--- src/slrb_pkg.sv ---
// Shared types and codes for the stripe lane reassembly barrier.
package slrb_pkg;

  localparam int unsigned LANE_W  = 6;
  localparam int unsigned COUNT_W = 7;
  localparam int unsigned OP_W    = 4;
  localparam int unsigned PH_W    = 3;
  localparam int unsigned VERD_W  = 2;
  localparam int unsigned FLAG_W  = 3;

  // Opcodes, also used for the forwarded kind.
  localparam logic [OP_W-1:0] OP_DATA      = 4'd0;
  localparam logic [OP_W-1:0] OP_LOADED    = 4'd1;
  localparam logic [OP_W-1:0] OP_META      = 4'd2;
  localparam logic [OP_W-1:0] OP_INIT_FULL = 4'd3;
  localparam logic [OP_W-1:0] OP_INIT_INCR = 4'd4;
  localparam logic [OP_W-1:0] OP_FINI      = 4'd5;
  localparam logic [OP_W-1:0] OP_NEXT      = 4'd6;
  localparam logic [OP_W-1:0] OP_DONE      = 4'd7;
  localparam logic [OP_W-1:0] OP_ERROR     = 4'd8;
  localparam logic [OP_W-1:0] OP_FAIL      = 4'd9;
  localparam logic [OP_W-1:0] OP_SHUTDOWN  = 4'd10;

  // Stream phases.
  localparam logic [PH_W-1:0] PH_IDLE      = 3'd0;
  localparam logic [PH_W-1:0] PH_PROC      = 3'd1;
  localparam logic [PH_W-1:0] PH_FINISHING = 3'd2;
  localparam logic [PH_W-1:0] PH_ERROR     = 3'd3;
  localparam logic [PH_W-1:0] PH_SHUTDOWN  = 3'd4;

  // Verdicts.
  localparam logic [VERD_W-1:0] VERD_CONSUMED = 2'd0;
  localparam logic [VERD_W-1:0] VERD_DROPPED  = 2'd1;
  localparam logic [VERD_W-1:0] VERD_HELD     = 2'd2;

  // Stream flag bit positions.
  localparam int unsigned FL_FULL = 0;
  localparam int unsigned FL_ZSTD = 1;
  localparam int unsigned FL_MID  = 2;

  typedef struct packed {
    logic [LANE_W-1:0] lane_index;
    logic [OP_W-1:0]   opcode;
    logic              end_of_stripe;
    logic              from_file;
    logic              compressed;
    logic              frame_open;
  } slrb_item_t;

  typedef struct packed {
    logic [VERD_W-1:0] verdict;
    logic              pass_data;
    logic              forward_valid;
    logic [OP_W-1:0]   forward_kind;
    logic              decoder_reset;
    logic [PH_W-1:0]   stream_state;
    logic              fault;
  } slrb_result_t;

endpackage

--- src/slrb_rotate.sv ---
// Rotated find-first: next unfinished lane after the current one.
module slrb_rotate #(
  parameter int unsigned MAX_LANES = 64
) (
  input  logic [slrb_pkg::LANE_W-1:0]  cur_lane_i,
  input  logic [slrb_pkg::COUNT_W-1:0] active_lanes_i,
  input  logic [MAX_LANES-1:0]         finished_i,
  output logic [slrb_pkg::LANE_W-1:0]  next_lane_o
);
  import slrb_pkg::*;

  logic [MAX_LANES-1:0] unf;
  logic [MAX_LANES-1:0] above;
  logic [LANE_W-1:0]    first_above;
  logic [LANE_W-1:0]    first_any;

  always_comb begin
    for (int i = 0; i < MAX_LANES; i++) begin
      unf[i]   = !finished_i[i] && (COUNT_W'(i) < active_lanes_i);
      above[i] = LANE_W'(i) > cur_lane_i;
    end
  end

  // Scan from the top so that the lowest set bit wins.
  always_comb begin
    first_above = cur_lane_i;
    first_any   = cur_lane_i;
    for (int i = MAX_LANES - 1; i >= 0; i--) begin
      if (unf[i] && above[i]) begin
        first_above = LANE_W'(i);
      end
      if (unf[i]) begin
        first_any = LANE_W'(i);
      end
    end
  end

  assign next_lane_o = (|(unf & above)) ? first_above : first_any;

endmodule

--- src/slrb_ctrl.sv ---
// Per-fragment decision logic: verdict, barrier, rotation and stream phase.
module slrb_ctrl #(
  parameter int unsigned MAX_LANES = 64
) (
  input  slrb_pkg::slrb_item_t          item_i,
  input  logic [slrb_pkg::COUNT_W-1:0]  n_lanes_i,
  input  logic [slrb_pkg::PH_W-1:0]     phase_i,
  input  logic [slrb_pkg::LANE_W-1:0]   cur_lane_i,
  input  logic [slrb_pkg::COUNT_W-1:0]  active_i,
  input  logic [MAX_LANES-1:0]          finished_i,
  input  logic                          bar_valid_i,
  input  logic [slrb_pkg::OP_W-1:0]     bar_kind_i,
  input  logic [MAX_LANES-1:0]          bar_seen_i,
  input  logic [slrb_pkg::FLAG_W-1:0]   flags_i,
  output logic [slrb_pkg::PH_W-1:0]     phase_o,
  output logic [slrb_pkg::LANE_W-1:0]   cur_lane_o,
  output logic [slrb_pkg::COUNT_W-1:0]  active_o,
  output logic [MAX_LANES-1:0]          finished_o,
  output logic                          bar_valid_o,
  output logic [slrb_pkg::OP_W-1:0]     bar_kind_o,
  output logic [MAX_LANES-1:0]          bar_seen_o,
  output logic [slrb_pkg::FLAG_W-1:0]   flags_o,
  output slrb_pkg::slrb_result_t        result_o
);
  import slrb_pkg::*;

  localparam int unsigned LIDX_W = (MAX_LANES > 1) ? $clog2(MAX_LANES) : 1;

  logic [LANE_W-1:0]    lane;
  logic [OP_W-1:0]      op;
  logic [MAX_LANES-1:0] lane_oh;
  logic [MAX_LANES-1:0] n_mask;
  logic [MAX_LANES-1:0] fin_loaded;
  logic [MAX_LANES-1:0] fin_rot;
  logic [MAX_LANES-1:0] seen_new;
  logic [LANE_W-1:0]    rot_lane;
  logic                 multi;
  logic                 act;

  assign lane    = item_i.lane_index;
  assign op      = item_i.opcode;
  assign multi   = n_lanes_i != COUNT_W'(1);
  assign lane_oh = {{(MAX_LANES-1){1'b0}}, 1'b1} << lane;

  always_comb begin
    for (int i = 0; i < MAX_LANES; i++) begin
      n_mask[i] = COUNT_W'(i) < n_lanes_i;
    end
  end

  assign fin_loaded = finished_i | lane_oh;
  assign fin_rot    = (op == OP_LOADED) ? fin_loaded : finished_i;
  assign seen_new   = ((bar_valid_i && op == bar_kind_i) ? bar_seen_i : '0) | lane_oh;

  slrb_rotate #(
    .MAX_LANES(MAX_LANES)
  ) u_rotate (
    .cur_lane_i    (cur_lane_i),
    .active_lanes_i(active_i),
    .finished_i    (fin_rot),
    .next_lane_o   (rot_lane)
  );

  always_comb begin
    phase_o     = phase_i;
    cur_lane_o  = cur_lane_i;
    active_o    = active_i;
    finished_o  = finished_i;
    bar_valid_o = bar_valid_i;
    bar_kind_o  = bar_kind_i;
    bar_seen_o  = bar_seen_i;
    flags_o     = flags_i;
    result_o    = '0;
    act         = 1'b0;

    if (phase_i == PH_SHUTDOWN || op > OP_SHUTDOWN || {1'b0, lane} >= n_lanes_i) begin
      result_o.verdict = VERD_DROPPED;
      result_o.fault   = 1'b1;
    end else if (multi && phase_i == PH_ERROR && op != OP_FAIL) begin
      result_o.verdict = VERD_DROPPED;
    end else if (multi && op != OP_ERROR && bar_valid_i &&
                 bar_seen_i[lane[LIDX_W-1:0]]) begin
      result_o.verdict = VERD_HELD;
    end else if (multi && (op == OP_DATA || op == OP_LOADED) && lane != cur_lane_i) begin
      result_o.verdict = VERD_HELD;
    end else if (op == OP_DATA) begin
      if (phase_i != PH_ERROR &&
          (phase_i != PH_PROC || finished_i[lane[LIDX_W-1:0]])) begin
        result_o.verdict = VERD_DROPPED;
        result_o.fault   = 1'b1;
      end else begin
        if (phase_i != PH_ERROR) begin
          result_o.pass_data = 1'b1;
          flags_o[FL_MID]    = flags_i[FL_ZSTD] && item_i.frame_open;
        end
        if (item_i.end_of_stripe) begin
          cur_lane_o = rot_lane;
        end
      end
    end else if (op == OP_LOADED) begin
      if ({1'b0, lane} >= active_i) begin
        result_o.verdict = VERD_DROPPED;
        result_o.fault   = 1'b1;
      end else begin
        finished_o = fin_loaded;
        cur_lane_o = rot_lane;
      end
    end else if (!multi || op == OP_ERROR || op == OP_META) begin
      act = 1'b1;
    end else if (bar_valid_i && op != bar_kind_i && op != OP_FAIL) begin
      result_o.verdict = VERD_DROPPED;
      result_o.fault   = 1'b1;
    end else if ((seen_new & n_mask) == n_mask) begin
      // Last lane has arrived: release the barrier and act on the control.
      bar_valid_o = 1'b0;
      bar_kind_o  = OP_DATA;
      bar_seen_o  = '0;
      act         = 1'b1;
    end else begin
      bar_valid_o = 1'b1;
      bar_kind_o  = op;
      bar_seen_o  = seen_new;
    end

    if (act) begin
      result_o.decoder_reset = op != OP_META;
      if (phase_i != PH_ERROR || op == OP_FAIL) begin
        case (op) inside
          OP_META: begin
            result_o.forward_valid = 1'b1;
            result_o.forward_kind  = op;
          end
          OP_INIT_FULL, OP_INIT_INCR: begin
            if (phase_i != PH_IDLE) begin
              result_o.fault = 1'b1;
            end else begin
              phase_o          = PH_PROC;
              flags_o          = '0;
              flags_o[FL_FULL] = op == OP_INIT_FULL;
              flags_o[FL_ZSTD] = item_i.compressed;
              active_o         = item_i.from_file ? n_lanes_i : COUNT_W'(1);
              cur_lane_o       = '0;
              finished_o       = '0;
              result_o.forward_valid = 1'b1;
              result_o.forward_kind  = op;
            end
          end
          OP_FINI: begin
            if (phase_i != PH_PROC) begin
              result_o.fault = 1'b1;
            end else if (flags_i[FL_ZSTD] && flags_i[FL_MID]) begin
              phase_o = PH_ERROR;
              result_o.forward_valid = 1'b1;
              result_o.forward_kind  = OP_ERROR;
            end else begin
              phase_o = PH_FINISHING;
              result_o.forward_valid = 1'b1;
              result_o.forward_kind  = op;
            end
          end
          OP_NEXT, OP_DONE: begin
            if (phase_i != PH_FINISHING) begin
              result_o.fault = 1'b1;
            end else begin
              phase_o = PH_IDLE;
              result_o.forward_valid = 1'b1;
              result_o.forward_kind  = op;
            end
          end
          OP_ERROR: begin
            phase_o = PH_ERROR;
            result_o.forward_valid = 1'b1;
            result_o.forward_kind  = op;
          end
          OP_FAIL: begin
            phase_o    = PH_IDLE;
            active_o   = n_lanes_i;
            cur_lane_o = '0;
            finished_o = '0;
            result_o.forward_valid = 1'b1;
            result_o.forward_kind  = op;
          end
          OP_SHUTDOWN: begin
            if (phase_i != PH_IDLE) begin
              result_o.fault = 1'b1;
            end else begin
              phase_o = PH_SHUTDOWN;
              result_o.forward_valid = 1'b1;
              result_o.forward_kind  = op;
            end
          end
          default: begin
            result_o.fault = 1'b1;
          end
        endcase
      end
    end

    result_o.stream_state = phase_o;
  end

endmodule

--- src/stripe_lane_reassembly_barrier_core.sv ---
// Top level of the stripe lane reassembly barrier: registers, handshakes and state.
//
// Each fragment transfer on the input channel yields exactly one verdict transfer on the output
// channel, in order. The block takes one fragment every cycle while the output keeps up: a
// fragment lands in the input register, and once the result register is free or being emptied
// the decision logic (a rotated find-first over the finished-lane bitmap, the all-lanes-seen
// reduction of the barrier and the stream phase update) writes the verdict into the result
// register. The result register and the input register let a new fragment be taken while an
// earlier verdict still waits at the output. The lane count register is written through its
// own channel, which is always ready; a write clamps the count to one up to MAX_LANES, reloads
// the rotation and clears any open barrier, and is meant to be issued only while no fragment
// is in flight.
module stripe_lane_reassembly_barrier_core #(
  parameter int unsigned MAX_LANES = 64
) (
  input  logic                          clk_i,
  input  logic                          rst_ni,
  // Configuration channel.
  input  logic                          cfg_valid_i,
  output logic                          cfg_ready_o,
  input  logic [slrb_pkg::COUNT_W-1:0]  cfg_lane_count_i,
  // Fragment channel.
  input  logic                          in_valid_i,
  output logic                          in_ready_o,
  input  logic [slrb_pkg::LANE_W-1:0]   lane_index_i,
  input  logic [slrb_pkg::OP_W-1:0]     opcode_i,
  input  logic                          end_of_stripe_i,
  input  logic                          from_file_i,
  input  logic                          compressed_i,
  input  logic                          frame_open_i,
  // Verdict channel.
  output logic                          out_valid_o,
  input  logic                          out_ready_i,
  output logic [slrb_pkg::VERD_W-1:0]   verdict_o,
  output logic                          pass_data_o,
  output logic                          forward_valid_o,
  output logic [slrb_pkg::OP_W-1:0]     forward_kind_o,
  output logic                          decoder_reset_o,
  output logic [slrb_pkg::PH_W-1:0]     stream_state_o,
  output logic                          fault_o
);
  import slrb_pkg::*;

  // Input register.
  logic       in_vld_q;
  slrb_item_t item_q;

  // Result register.
  logic         out_vld_q;
  slrb_result_t res_q;

  // Block state.
  logic [COUNT_W-1:0]   n_lanes_q;
  logic [PH_W-1:0]      phase_q,    phase_d;
  logic [LANE_W-1:0]    cur_lane_q, cur_lane_d;
  logic [COUNT_W-1:0]   active_q,   active_d;
  logic [MAX_LANES-1:0] fin_q,      fin_d;
  logic                 bar_vld_q,  bar_vld_d;
  logic [OP_W-1:0]      bar_kind_q, bar_kind_d;
  logic [MAX_LANES-1:0] bar_seen_q, bar_seen_d;
  logic [FLAG_W-1:0]    flags_q,    flags_d;

  slrb_result_t res_d;
  logic         step;
  logic         cfg_write;
  logic [COUNT_W-1:0] cfg_n;

  // A fragment is decided when the result register is free or is being emptied this cycle.
  assign step        = in_vld_q && (!out_vld_q || out_ready_i);
  assign in_ready_o  = !in_vld_q || step;
  assign cfg_ready_o = 1'b1;
  assign cfg_write   = cfg_valid_i && cfg_ready_o;

  // Effective lane count: zero is taken as one, and anything beyond the lane budget saturates.
  always_comb begin
    if (cfg_lane_count_i == '0) begin
      cfg_n = COUNT_W'(1);
    end else if (cfg_lane_count_i > COUNT_W'(MAX_LANES)) begin
      cfg_n = COUNT_W'(MAX_LANES);
    end else begin
      cfg_n = cfg_lane_count_i;
    end
  end

  slrb_ctrl #(
    .MAX_LANES(MAX_LANES)
  ) u_ctrl (
    .item_i     (item_q),
    .n_lanes_i  (n_lanes_q),
    .phase_i    (phase_q),
    .cur_lane_i (cur_lane_q),
    .active_i   (active_q),
    .finished_i (fin_q),
    .bar_valid_i(bar_vld_q),
    .bar_kind_i (bar_kind_q),
    .bar_seen_i (bar_seen_q),
    .flags_i    (flags_q),
    .phase_o    (phase_d),
    .cur_lane_o (cur_lane_d),
    .active_o   (active_d),
    .finished_o (fin_d),
    .bar_valid_o(bar_vld_d),
    .bar_kind_o (bar_kind_d),
    .bar_seen_o (bar_seen_d),
    .flags_o    (flags_d),
    .result_o   (res_d)
  );

  // Input register: a new fragment is captured whenever the register is empty or advancing.
  always_ff @(posedge clk_i or negedge rst_ni) begin
    if (!rst_ni) begin
      in_vld_q <= 1'b0;
    end else if (in_ready_o) begin
      in_vld_q <= in_valid_i;
    end
  end

  always_ff @(posedge clk_i) begin
    if (in_valid_i && in_ready_o) begin
      item_q.lane_index    <= lane_index_i;
      item_q.opcode        <= opcode_i;
      item_q.end_of_stripe <= end_of_stripe_i;
      item_q.from_file     <= from_file_i;
      item_q.compressed    <= compressed_i;
      item_q.frame_open    <= frame_open_i;
    end
  end

  // Result register.
  always_ff @(posedge clk_i or negedge rst_ni) begin
    if (!rst_ni) begin
      out_vld_q <= 1'b0;
    end else if (step) begin
      out_vld_q <= 1'b1;
    end else if (out_ready_i) begin
      out_vld_q <= 1'b0;
    end
  end

  always_ff @(posedge clk_i) begin
    if (step) begin
      res_q <= res_d;
    end
  end

  // State: a configuration write reloads the rotation and clears the barrier; otherwise
  // each decided fragment commits the next state from the decision logic.
  always_ff @(posedge clk_i or negedge rst_ni) begin
    if (!rst_ni) begin
      n_lanes_q  <= COUNT_W'(1);
      phase_q    <= PH_IDLE;
      cur_lane_q <= '0;
      active_q   <= COUNT_W'(1);
      fin_q      <= '0;
      bar_vld_q  <= 1'b0;
      bar_kind_q <= OP_DATA;
      bar_seen_q <= '0;
      flags_q    <= '0;
    end else if (cfg_write) begin
      n_lanes_q  <= cfg_n;
      cur_lane_q <= '0;
      active_q   <= cfg_n;
      fin_q      <= '0;
      bar_vld_q  <= 1'b0;
      bar_kind_q <= OP_DATA;
      bar_seen_q <= '0;
    end else if (step) begin
      phase_q    <= phase_d;
      cur_lane_q <= cur_lane_d;
      active_q   <= active_d;
      fin_q      <= fin_d;
      bar_vld_q  <= bar_vld_d;
      bar_kind_q <= bar_kind_d;
      bar_seen_q <= bar_seen_d;
      flags_q    <= flags_d;
    end
  end

  assign out_valid_o     = out_vld_q;
  assign verdict_o       = res_q.verdict;
  assign pass_data_o     = res_q.pass_data;
  assign forward_valid_o = res_q.forward_valid;
  assign forward_kind_o  = res_q.forward_kind;
  assign decoder_reset_o = res_q.decoder_reset;
  assign stream_state_o  = res_q.stream_state;
  assign fault_o         = res_q.fault;

endmodule

--- config.mk ---
export PLATFORM = sky130hd
export DESIGN_NAME = stripe_lane_reassembly_barrier_core
export DESIGN_NICKNAME = d
export VERILOG_FILES = /design/src/slrb_pkg.sv /design/src/slrb_rotate.sv /design/src/slrb_ctrl.sv /design/src/stripe_lane_reassembly_barrier_core.sv
export SDC_FILE = /design/constraint.sdc
export NUM_CORES = 1
export LEC_CHECK = 0
export BUFFER_PORTS_ARGS = -buffer_cell sky130_fd_sc_hd__buf_4
export CAP_MARGIN = 5
export CORE_MARGIN = 1.5
export CORE_UTILIZATION = 41
export DETAILED_ROUTE_END_ITERATION = 12
export MAX_ROUTING_LAYER = met4
export PLACE_DENSITY_LB_ADDON = 0.08
export SYNTH_ARGS = -nofsm -noshare
export SYNTH_HDL_FRONTEND = slang
export SYNTH_HIERARCHICAL = 1
export SYNTH_SLANG_ARGS = --single-unit
--- constraint.sdc ---
create_clock -name clk_i -period 5.3 [get_ports clk_i]
set_input_delay 1.59 -clock clk_i [delete_from_list [all_inputs] [get_ports clk_i]]
set_output_delay 1.59 -clock clk_i [all_outputs]
set_load 0.01 [all_outputs]
Word-level counts from Yosys, hierarchy flattened. Index checks and enable logic that the tools add are counted.

$lt $le $gt $ge: 197. Multiplexer cells: 299. Shift operators: 1. Reduce and logical (&&, ||, !) cells: 237. Eq/ne operators: 36. Bitwise gates (word level): 8.

Operator list (number): $mux W64 (31); $mux W6 (149); $lt A6 B7 Y1 const A (64); $lt A5 B7 Y1 const A (32); $gt A6 B6 Y1 const A (32); $logic_and A1 B1 Y1 (143); $and A64 B64 Y64 (2); $or A64 B64 Y64 (2); $lt A4 B7 Y1 const A (16); $mux W7 (14); $gt A5 B6 Y1 const A (16); $logic_not A1 Y1 (67); $eq A64 B64 Y1 (1); $reduce_or A64 Y1 (1); $shl A1 B6 Y64 const A (1); $mux W1 (58); $lt A3 B7 Y1 const A (8); $mux W3 (18); $mux W5 (10); $gt A4 B6 Y1 const A (8); $mux W4 (12); $lt A1 B7 Y1 const A (4); $lt A2 B7 Y1 const A (4); $gt A3 B6 Y1 const A (4); other kinds (35) (81).

Flip-flop bits (word level): 188.

Depth between registers and ports, before layout.
Word-level depth: 88. Depth in mapped cells: 22.

By module. The synthesis kept the hierarchy.

Modules (own cells, without submodules): stripe_lane_reassembly_barrier_core (sequential area each 4842.1 µm², cells an instance 752, times used 1, area each 7648.6 µm²); slrb_ctrl (sequential area each 0.0 µm², cells an instance 959, times used 1, area each 6542.5 µm²); slrb_rotate (sequential area each 0.0 µm², cells an instance 633, times used 1, area each 3938.8 µm²).

Worst setup path after synthesis. Ideal clock, no wire load.

Path type: register -> register. Start point: register item_q[9] in the netlist's numbering. End point: register cur_lane_q[0]. Cell stages (with the launch flop): 22. Data required time: 5.164 ns. Path slack: 0.811 ns. Period minus slack after synthesis: 4.489 ns. Data arrival time: 4.352 ns. Cells stage by stage: edfxtp_1 buf_4 buf_6 buf_6 buf_6 buf_2 buf_2 buf_2 nor3_1 clkbuf_1 a21o_1 a211o_1 a21boi_0 nand4_1 nor4_4 nand4b_4 a2111oi_2 a21oi_1 mux2i_1 nor2_1 nand3_1 a21oi_1.

RTL lines: start: declaration (line stripe_lane_reassembly_barrier_core.sv:46) `slrb_item_t item_q;`; $shl A1 B6 Y64 (*) (line slrb_ctrl.sv:43) `assign lane_oh = {{(MAX_LANES-1){1'b0}}, 1'b1} << lane;`; $or A64 B64 Y64 (*) (line slrb_ctrl.sv:51) `assign fin_loaded = finished_i | lane_oh;`; $mux W64 (*) (line slrb_ctrl.sv:52) `assign fin_rot = (op == OP_LOADED) ? fin_loaded : finished_i;`; net u_ctrl.fin_rot[40] (line slrb_ctrl.sv:34) `logic [MAX_LANES-1:0] fin_rot;`; $logic_not A1 Y1 (*) (line slrb_rotate.sv:19) `unf[i] = !finished_i[i] && (COUNT_W'(i) < active_lanes_i);`; $logic_and A1 B1 Y1 (*) (line slrb_rotate.sv:19); $logic_and A1 B1 Y1 (line slrb_rotate.sv:29) `if (unf[i] && above[i]) begin`; $mux W6 (41 in series) (line slrb_rotate.sv:29); [1 not listed]; net u_ctrl.rot_lane[0] (line slrb_ctrl.sv:36) `logic [LANE_W-1:0] rot_lane;`; [5 not listed]; $mux W6 (*) (line slrb_ctrl.sv:79) `end else if (multi && phase_i == PH_ERROR && op != OP_FAIL) begin`; $mux W6 (*) (line slrb_ctrl.sv:76) `if (phase_i == PH_SHUTDOWN || op > OP_SHUTDOWN || {1'b0, lane} >= n_lanes_i) begin`; $mux W6 (6 in series) (line slrb_ctrl.sv:128) `case (op) inside`; $mux W6 (line slrb_ctrl.sv:127) `if (phase_i != PH_ERROR || op == OP_FAIL) begin`; $mux W6 (*) (line slrb_ctrl.sv:125) `if (act) begin`; net cur_lane_d[0] (line stripe_lane_reassembly_barrier_core.sv:55) `logic [LANE_W-1:0] cur_lane_q, cur_lane_d;`; $mux W6 (*) (line stripe_lane_reassembly_barrier_core.sv:167) `end else if (step) begin`; $mux W6 (*) (line stripe_lane_reassembly_barrier_core.sv:159) `end else if (cfg_write) begin`; end signal: assignment (line stripe_lane_reassembly_barrier_core.sv:169) `cur_lane_q <= cur_lane_d;`; end: declaration (line stripe_lane_reassembly_barrier_core.sv:55).

Mark *: on every way through the listed nets, which the timed path passes. The rest lies on a longest branch. The select of a mux whose other input is x is not followed. A chain may end at the register's enable or synchronous reset.

Worst setup path after layout.
Start point: register item_q[11] in the netlist's numbering. End point: register active_q[6].

Word-level cells in the longest chain between the ends: 15.

RTL lines: $shl A1 B6 Y64 (line slrb_ctrl.sv:43); $or A64 B64 Y64 (line slrb_ctrl.sv:53) `assign seen_new = ((bar_valid_i && op == bar_kind_i) ? bar_seen_i : '0) | lane_oh;`; $and A64 B64 Y64 (line slrb_ctrl.sv:113) `end else if ((seen_new & n_mask) == n_mask) begin`; $eq A64 B64 Y1 (line slrb_ctrl.sv:113); $mux W1 (line slrb_ctrl.sv:113); $mux W1 (line slrb_ctrl.sv:110) `end else if (bar_valid_i && op != bar_kind_i && op != OP_FAIL) begin`; $mux W1 (line slrb_ctrl.sv:108) `end else if (!multi || op == OP_ERROR || op == OP_META) begin`; $mux W1 (line slrb_ctrl.sv:100) `end else if (op == OP_LOADED) begin`; $mux W1 (line slrb_ctrl.sv:86) `end else if (op == OP_DATA) begin`; $mux W1 (line slrb_ctrl.sv:84) `end else if (multi && (op == OP_DATA || op == OP_LOADED) && lane != cur_lane_i) begin`; $mux W1 (line slrb_ctrl.sv:81) `end else if (multi && op != OP_ERROR && bar_valid_i &&`; $mux W1 (line slrb_ctrl.sv:79); $mux W1 (*) (line slrb_ctrl.sv:76); $reduce_bool A2 Y1 (no source line) (*); $reduce_and A9 Y1 (no source line) (*); end signal: assignment (line stripe_lane_reassembly_barrier_core.sv:162) `active_q <= cfg_n;`; end signal: assignment (line stripe_lane_reassembly_barrier_core.sv:170) `active_q <= active_d;`; end: declaration (line stripe_lane_reassembly_barrier_core.sv:56) `logic [COUNT_W-1:0] active_q, active_d;`.

Every way passes the cells marked *; elsewhere a longest branch is shown, timed or not. The select of a mux whose other input is x is not followed.

==> impl_results.md <==
- Gr usage total: about two fifths
- CTS Root Cell: clkbuf_16
- CTS tree: done
- Met2 Resource Use GR: about 55%
- Pwr dens: 230 nW/um^2
- Number of routed nets with antenna violations: 0
- Total Wirelength: 86800 um
- Arr. time, crit path: ~5000 ps
- Post-CTS setup buffers: 0
- Crit. End Element: flop
- CP Class: reg2reg
- Pleak: 8.05 nW
- Die Area: 45400 um^2
- Placer Congestion: roughly 1.0
- Placed inst area: between 15000 and 20000 um^2
- DRT Pass-1 Iters: 6
- Via density per instance: 7.09
- Reg2reg end: active_q[6]$_DFFE_PN0P_
- Num rows: between 70 and 80
- Number of buffers created by CTS: 17
- Outcome: complete, no violations
- First-pass GRT wire length: approximately 130000 um
- Post-synth design cell area: approximately 18000 um^2
- Synth-to-layout area growth: 10.2%
- Wire per inst: 29.8 um
- Starting DRC count in detailed routing: between 2000 and 3000
- Hold Path Sink: bar_kind_q[2]$_DFFE_PN0P_
- Worst-Skew Late Latency: approximately 480 ps
- RSZ-0062 raised after global routing: no
- Largest net degree at the start of global routing: between 100 and 150
- Initial antenna violation count: 1
- Starting Density: roughly two fifths
- Post-Syn Instances: 2339
- Grt ovf: 0
- Most common cell after layout, fill and taps aside: a21oi_1
- Hold Path Class: reg2reg
- Worst path cell trace: buf_4, nor4b_2, buf_4, and2_1, o2111ai_1, a2111o_1, a2111oi_4, and4_4, a21o_4, nand2_2, o32ai_1, nand4_1, o311ai_0
- Hold bufs inserted after CTS: 0
- Number of global-route vias before repair: approximately 19000
- Tmin final: roughly 4700 ps
- Post_cts resized: 0
- Core area: around 43000 um^2
- Final hold slack: around 600 ps
- Path depth of the worst reg2reg path: 13
- Most used cell, CP: buf_4
- Worst path slowest cell: edfxtp_1
- Hold_sp: bar_kind_q[2]$_DFFE_PN0P_
- Crit-path max FO: 18
- DIE HEIGHT: between 200 and 250 um
- TNS Setup: 0 ps
- DRC viols: 0
- Pins over their slew limit: 0
- Worst slew margin: approximately 25%
- Port bufs: 40
- # IOs: between 40 and 50
- # H-tree levels: 4
- GR Layer Usage met1: 58.3%
- DR vias: 20653
- Final setup fails: 0
- Synthesized Nets: between 2000 and 2500
- Final non-filler cell area: between 15000 and 20000 um^2
- Clk_skew: around 14 ps
- Die width: around 210 um
- Post-DP HPWL: 62500 um
- Fin util: a little under half
- Power, Total: approximately 4.6 mW
- YS warnings: 6
- Max-cap viol count: 0
- Syn Area/Cell: roughly 7.7 um^2
- CP startpoint kind: flop
- Worst reg2reg path startpoint: item_q[11]$_DFFE_PP_
- Clock slew at reported path FFs: ~80 ps
- Final-stage net count: ~2400
- CTS Sinks: roughly 190
- Required time worst endpoint: 5630 ps
- Worst-margin pin slew: approximately 1100 ps
- Hold path cells: 2
- Final hold violations: 0
- Fmax: roughly 210 MHz
- Grt met3 use: ~7.9%
- Maximum vdd ir drop: about 0.00018 V
- Clock Tree Buf Depth: 2
- Most frequent cells in the layout: a21oi_1, o21ai_0, buf_4, nand3_1, nor2_1
- Worst stage delay on the critical path: 740 ps
- Post-route clock period utilization: 88.4%
- R2r setup slk: just over 600 ps
- Most Crowded Layer GR: met1
- Layout cells sized above 1: 15.3%
==> worst max-delay path, delay by kind of cell (launching register included) <==
family,cells,cell delay (ps)
AO/OA/AOI/OAI,6,1860
buffers and inverters,2,590
flip-flops,1,740
AND/OR/NAND/NOR,5,1310
==> sequential cells by signal (all words and copies together), names as in the netlist, 2 cells and up <==
register        cells
bar_seen_q         64
fin_q              64
item_q             14
active_q            7
n_lanes_q           7
cur_lane_q          6
bar_kind_q          4
forward_kind_o      4
phase_q             3
stream_state_o      3
flags_q             2
verdict_o           2
==> worst max-delay path by stage <==
stage	startpoint	endpoint	slack, ps	cells past startpoint
after floorplan	item_q[9]$_DFFE_PP_	cur_lane_q[0]$_DFFE_PN0P_	810	21
after global placement	item_q[11]$_DFFE_PP_	active_q[6]$_DFFE_PN0P_	900	13
after detailed placement	item_q[11]$_DFFE_PP_	active_q[6]$_DFFE_PN0P_	820	13
after CTS	item_q[11]$_DFFE_PP_	active_q[6]$_DFFE_PN0P_	820	13
after global routing	n_lanes_q[2]$_DFFE_PN0P_	active_q[6]$_DFFE_PN0P_	520	12
final	item_q[11]$_DFFE_PP_	active_q[6]$_DFFE_PN0P_	620	13
==> power by group <==
part | internal [mW] | switching [mW]
clock | 0.667 | 0.693
sequential | 1.50 | 0.112
combinational | 0.507 | 1.10
==> area by class of cell <==
| cell class | count | area [um^2] |
|---|---|---|
| Antenna cell | 2 | 5.00 |
| Clock buffer | 17 | 425 |
| Clock inverter | 15 | 158 |
| Fill cell | 4301 | 23300 |
| Inverter | 54 | 205 |
| Multi-Input combinational cell | 1850 | 11900 |
| Sequential cell | 187 | 4820 |
| Tap cell | 585 | 732 |
| Timing Repair Buffer | 204 | 1640 |
==> per-layer routing <==
metal / up-vias / wire (um)
met2: 1294 / 36900
li1: 8925 / -
met4: 0 / 1440
met1: 10335 / 39100
met5: - / 0
met3: 99 / 9320
==> per-stage QoR <==
stage	worst slack, ps	instances
final	617	2914
after global routing	523	2913
after global placement	898	2880
after CTS	819	2912
after detailed placement	821	2880
after floorplan	811	2339
No activity file was read; power rests on OpenSTA's default activity.
